## src/rtl/core/block_match_best_candidate_search_assert.svh

```systemverilog
// Assertion macros shared by the block match candidate search RTL.
`ifndef BLOCK_MATCH_BEST_CANDIDATE_SEARCH_ASSERT_SVH
`define BLOCK_MATCH_BEST_CANDIDATE_SEARCH_ASSERT_SVH
`ifndef SYNTHESIS
// Same-cycle implication, checked on every clock edge outside reset.
`define BMBCS_ASSERT_IMP(lbl, clk, rst_n, ante, cons) \
    lbl: assert property (@(posedge clk) disable iff (!rst_n) (ante) |-> (cons)) \
        else $error("bmbcs: same-cycle implication failed");
// Next-cycle implication, checked on every clock edge outside reset.
`define BMBCS_ASSERT_NXT(lbl, clk, rst_n, ante, cons) \
    lbl: assert property (@(posedge clk) disable iff (!rst_n) (ante) |=> (cons)) \
        else $error("bmbcs: next-cycle implication failed");
`else
`define BMBCS_ASSERT_IMP(lbl, clk, rst_n, ante, cons)
`define BMBCS_ASSERT_NXT(lbl, clk, rst_n, ante, cons)
`endif
`endif

```

## src/rtl/core/bmbcs_pkg.sv

```systemverilog
// Shared types, constants and helpers for the block match candidate search.
package bmbcs_pkg;

    localparam int PIX_W      = 24;
    localparam int CH_W       = 8;
    localparam int NUM_CH     = 3;
    localparam int ACT_W      = 2;
    localparam int SIDE_W     = 5;
    localparam int OUT_IDX_W  = 16;
    localparam int DIST_W     = 40;
    localparam int Q_W        = 10;
    localparam int E_W        = 13;
    localparam int M_W        = 11;
    localparam int SQ_W       = 2 * M_W;
    localparam int TRI_W      = SQ_W + 2;

    localparam int DEF_MAX_SIDE   = 16;
    localparam int DEF_INDEX_BITS = 16;

    localparam logic [SIDE_W-1:0] SIDE_RESET = SIDE_W'(8);

    localparam logic [ACT_W-1:0] ACT_REF    = 2'd0;
    localparam logic [ACT_W-1:0] ACT_CAND   = 2'd1;
    localparam logic [ACT_W-1:0] ACT_REPORT = 2'd2;

    // Commands from the controller to the datapath.
    typedef struct packed {
        logic wr_ref;
        logic wr_cand;
        logic report;
        logic pass_start;
        logic sum_mode;
        logic err_mode;
        logic div_start;
        logic load_q;
        logic compare;
    } t_cmd;

    // Status from the datapath to the controller.
    typedef struct packed {
        logic wrap;
        logic pass_busy;
        logic div_busy;
    } t_stat;

    // Channel 0 is red in the top byte, channel 2 is blue in the bottom byte.
    function automatic logic [CH_W-1:0] chan(input logic [PIX_W-1:0] px,
                                             input int unsigned     c);
        return px[(NUM_CH - 1 - c) * CH_W +: CH_W];
    endfunction

endpackage

```

## src/rtl/core/bmbcs_ctrl.sv

```systemverilog
// Controller: transaction handshakes and the evaluation sequence state machine.
module bmbcs_ctrl (
    input  logic                            i_clk,
    input  logic                            i_rst_n,
    input  logic                            i_in_valid,
    output logic                            o_in_ready,
    input  logic [bmbcs_pkg::ACT_W-1:0]     i_action,
    output logic                            o_out_valid,
    input  logic                            i_out_ready,
    input  bmbcs_pkg::t_stat                i_stat,
    output bmbcs_pkg::t_cmd                 o_cmd
);

    typedef enum logic [3:0] {
        S_IDLE = 4'b0001,
        S_SUM  = 4'b0010,
        S_DIV  = 4'b0100,
        S_ERR  = 4'b1000
    } t_state;

    t_state r_state;
    t_state n_state;
    logic   r_out_valid;
    logic   n_out_valid;
    logic   w_acc;

    always_comb begin
        // A report transaction needs the result register free or draining.
        o_in_ready = (r_state == S_IDLE)
                  && ((i_action != bmbcs_pkg::ACT_REPORT) || !r_out_valid || i_out_ready);
        w_acc       = i_in_valid && o_in_ready;
        o_cmd       = '0;
        n_state     = r_state;
        n_out_valid = r_out_valid && !i_out_ready;
        o_cmd.sum_mode = (r_state == S_SUM);
        o_cmd.err_mode = (r_state == S_ERR);
        case (r_state)
            S_IDLE: begin
                if (w_acc) begin
                    case (i_action)
                        bmbcs_pkg::ACT_REF: begin
                            o_cmd.wr_ref = 1'b1;
                        end
                        bmbcs_pkg::ACT_CAND: begin
                            o_cmd.wr_cand = 1'b1;
                            if (i_stat.wrap) begin
                                o_cmd.pass_start = 1'b1;
                                n_state          = S_SUM;
                            end
                        end
                        bmbcs_pkg::ACT_REPORT: begin
                            o_cmd.report = 1'b1;
                            n_out_valid  = 1'b1;
                        end
                        default: begin
                        end
                    endcase
                end
            end
            S_SUM: begin
                if (!i_stat.pass_busy) begin
                    o_cmd.div_start = 1'b1;
                    n_state         = S_DIV;
                end
            end
            S_DIV: begin
                if (!i_stat.div_busy) begin
                    o_cmd.pass_start = 1'b1;
                    o_cmd.load_q     = 1'b1;
                    n_state          = S_ERR;
                end
            end
            S_ERR: begin
                if (!i_stat.pass_busy) begin
                    o_cmd.compare = 1'b1;
                    n_state       = S_IDLE;
                end
            end
            default: begin
                n_state = S_IDLE;
            end
        endcase
        o_out_valid = r_out_valid;
    end

    always_ff @(posedge i_clk) begin
        if (!i_rst_n) begin
            r_state     <= S_IDLE;
            r_out_valid <= 1'b0;
        end else begin
            r_state     <= n_state;
            r_out_valid <= n_out_valid;
        end
    end

endmodule

```

## config.mk

```make
export PLATFORM = sky130hd
export DESIGN_NAME = bmbcs_ctrl
export DESIGN_NICKNAME = d
export VERILOG_FILES = /design/src/rtl/core/block_match_best_candidate_search_assert.svh /design/src/rtl/core/bmbcs_pkg.sv /design/src/rtl/core/bmbcs_ctrl.sv
export SDC_FILE = /design/constraint.sdc
export NUM_CORES = 1
export LEC_CHECK = 0
export BUFFER_PORTS_ARGS = -buffer_cell sky130_fd_sc_hd__buf_2
export CAP_MARGIN = 20
export CORE_AREA = 2 2 39 41
export CTS_CLUSTER_SIZE = 14
export DETAILED_ROUTE_END_ITERATION = 10
export DIE_AREA = 0 0 41 43
export SYNTH_ARGS = -nofsm -noshare
export SYNTH_HDL_FRONTEND = slang
export SYNTH_SLANG_ARGS = --single-unit
```

## constraint.sdc

```tcl
create_clock -name i_clk -period 3.2 [get_ports i_clk]
set_input_delay 0.16 -clock i_clk [delete_from_list [all_inputs] [get_ports i_clk]]
set_output_delay 0.16 -clock i_clk [all_outputs]
set_load 0.01 [all_outputs]
```

==> results.json <==
{
  "start_util_pct": 29.48,
  "crit_path_max_incr_delay_ns": 0.56,
  "tns_ns": 0,
  "cts_tree": "built",
  "min_path_type": "in -> reg",
  "grt_start_max_net_pins": 12,
  "track_usage_pct": 11.66,
  "clkSinkCount": 5,
  "grt_pass1_vias": 318,
  "drc": 0,
  "hold_buffers": 0,
  "p_sw_uw": 40.60,
  "dieArea_sq_um": 1763,
  "timing.rr.start": "r_state[3]",
  "finalInstanceArea_sq_um": 520.5,
  "placed_cells": 78,
  "vias_per_cell": 4.732,
  "fin_util_pct": 37.61,
  "critPathMaxFanout": 11,
  "critical_path_class": "reg -> out",
  "wirelength_um": 851,
  "antenna_found_initial": 0,
  "max_freq_mhz": 549.5,
  "crit_family": "simple AND/OR/NAND/NOR gates",
  "ys_seq_area_share_pct": 24.54,
  "clock_latency_ns": 0.24,
  "cts.path.max_buffers": 2,
  "ir_worst_vdd_mv": 0.09316,
  "cpMaxStageDelayCell": "dfxtp_1",
  "crit_path_end_kind": "output pin",
  "worstPathRequired_ns": 3.04,
  "area_growth_pct": 27.61,
  "drive_gt1_share_pct": 40.91,
  "yosysUniqueCellTypes": 24,
  "worst_pin_slew_ns": 0.4654,
  "slew_headroom_pct": 68.93,
  "syn_area_sq_um": 407.9,
  "cts.repair.resized": 0,
  "drt-pass1-iter-count": 2,
  "cp-startpoint": "r_state[0]",
  "root_buffer": "clkbuf_4",
  "min_from": "i_rst_n",
  "die_w_um": 41,
  "synth-seq-cells": 5,
  "drv_slew": 0,
  "finalCriticalPeriod_ns": 1.820,
  "boundaryPins": 20,
  "power.internal_uw": 124.0,
  "p_seq_share_pct": 40.8,
  "h-tree-depth": 1,
  "grt_pass1_wl_um": 1345,
  "syn_avg_cell_area_sq_um": 8.679,
  "synth_warnings": 0,
  "drtAntennaViolNets": 0,
  "power_uw": 164.6,
  "clock_power_share_pct": 44.0,
  "grt_setup_unrepaired": "no",
  "rows": 14,
  "fin_cells": 82,
  "combPwrFrac_pct": 15.2,
  "cts_setup_buffers": 0,
  "clkSlewWorstSetupHoldPaths_ns": 0.05,
  "cts_buffers": 3,
  "routedWlPerCell_um": 10.38,
  "port_buffers": 19,
  "layout_commonest_cell": "buf_2",
  "cellPowerDensity_nw_per_um2": 316.3,
  "crit_chain": "nor4b_4, nand2_2, nor3b_2, buf_2",
  "overflow": 0,
  "setup_ws_ns": 1.380,
  "post-place-ws_ns": 1.663,
  "status": "finished clean",
  "final.setup_skew_ns": 0.005120,
  "synth_nets": 56,
  "cellLeakagePower_nw": 0.2404,
  "swShare_pct": 24.66,
  "period_share_pct": 56.87,
  "hold_ws_ns": 0.1645,
  "cap_violations": 0,
  "core_area_sq_um": 1384,
  "most-common-layout-cells": "19 x buf_2, 5 x dfxtp_1, 4 x nand2b_1, 4 x nor3_1",
  "vias": 388,
  "gp_congestion": 0.7518,
  "setup_viol_count_final": 0,
  "path_buf_inv": 1,
  "drtIter0Drc": 2,
  "dp_hpwl_um": 633.5,
  "die_h_um": 43,
  "hold_viol_final": 0,
  "worstSetupStartpointType": "flop",
  "worstPathArrival_ns": 1.66,
  "final_nets": 76,
  "place_area_sq_um": 494.2,
  "antenna_cells": 0,
  "synthCells": 47
}
==> synth_stat cells <==
library cell | instances | share of area, %
nand2_2 | 1 | 1.5
nand2_1 | 3 | 2.8
a21boi_0 | 2 | 3.7
or2b_1 | 1 | 1.8
nor3_1 | 4 | 4.9
nor2_1 | 2 | 1.8
a31oi_1 | 1 | 1.5
nor3b_2 | 2 | 6.1
inv_1 | 1 | 0.92
nand4b_1 | 1 | 2.1
dfxtp_1 | 5 | 25
o22ai_1 | 2 | 3.1
nor4_1 | 3 | 4.6
nand2b_1 | 4 | 6.1
buf_6 | 1 | 2.8
xnor2_1 | 1 | 2.1
and3_1 | 2 | 3.1
nor2b_1 | 3 | 4.6
buf_2 | 2 | 2.5
o311ai_0 | 1 | 2.1
nor4b_4 | 2 | 12
and2_1 | 1 | 1.5
o22a_1 | 1 | 2.1
buf_4 | 1 | 1.8
==> power by group through the flow <==
stage	registers, mW	clock network [mW]	logic [mW]
floorplan	0.0659	0	0.0164
global placement	0.0681	0	0.0251
detailed placement	0.0681	0	0.0252
CTS	0.0670	0.0755	0.0253
global route	0.0675	0.0797	0.0280
finish	0.0671	0.0725	0.0250
==> layout make-up <==
cell class / instances / area, sq um
clock buffers: 4 / 26.28
fillers: 147 / 863.3
inverters: 1 / 3.754
multi-input cells: 37 / 275.3
flip-flops and latches: 5 / 100.1
well taps: 16 / 20.02
repair buffers: 19 / 95.09
==> layer usage <==
layer	GRT usage, %	share of wire, %	wire length (um)
met3	4.712	2.9	25
met1	16.45	50	428
met5	0	0	0
met4	8.000	1.4	12
met2	13.75	45	384
==> final timing paths <==
path | endpoint | slack [ns] | depth (start not counted)
hold reg to reg | o_out_valid | 0.70 | 3
setup reg to reg | r_state[0] | 1.84 | 3
setup / recovery | o_cmd[6] | 1.38 | 4
hold / removal | r_state[0] | 0.16 | 2
==> logic make-up after synthesis <==
group           Yosys count  share of synthesized area (%)
compound gates            7                          12.58
xor+xnor                  1                          2.148
buf+inv                   5                          7.975
flops                     5                          24.54
simple gates             29                          52.76
==> registers in the layout (all words and copies together) (netlist names) <==
register / flops
r_state: 4
o_out_valid: 1
(Power assumes the default switching activity.)
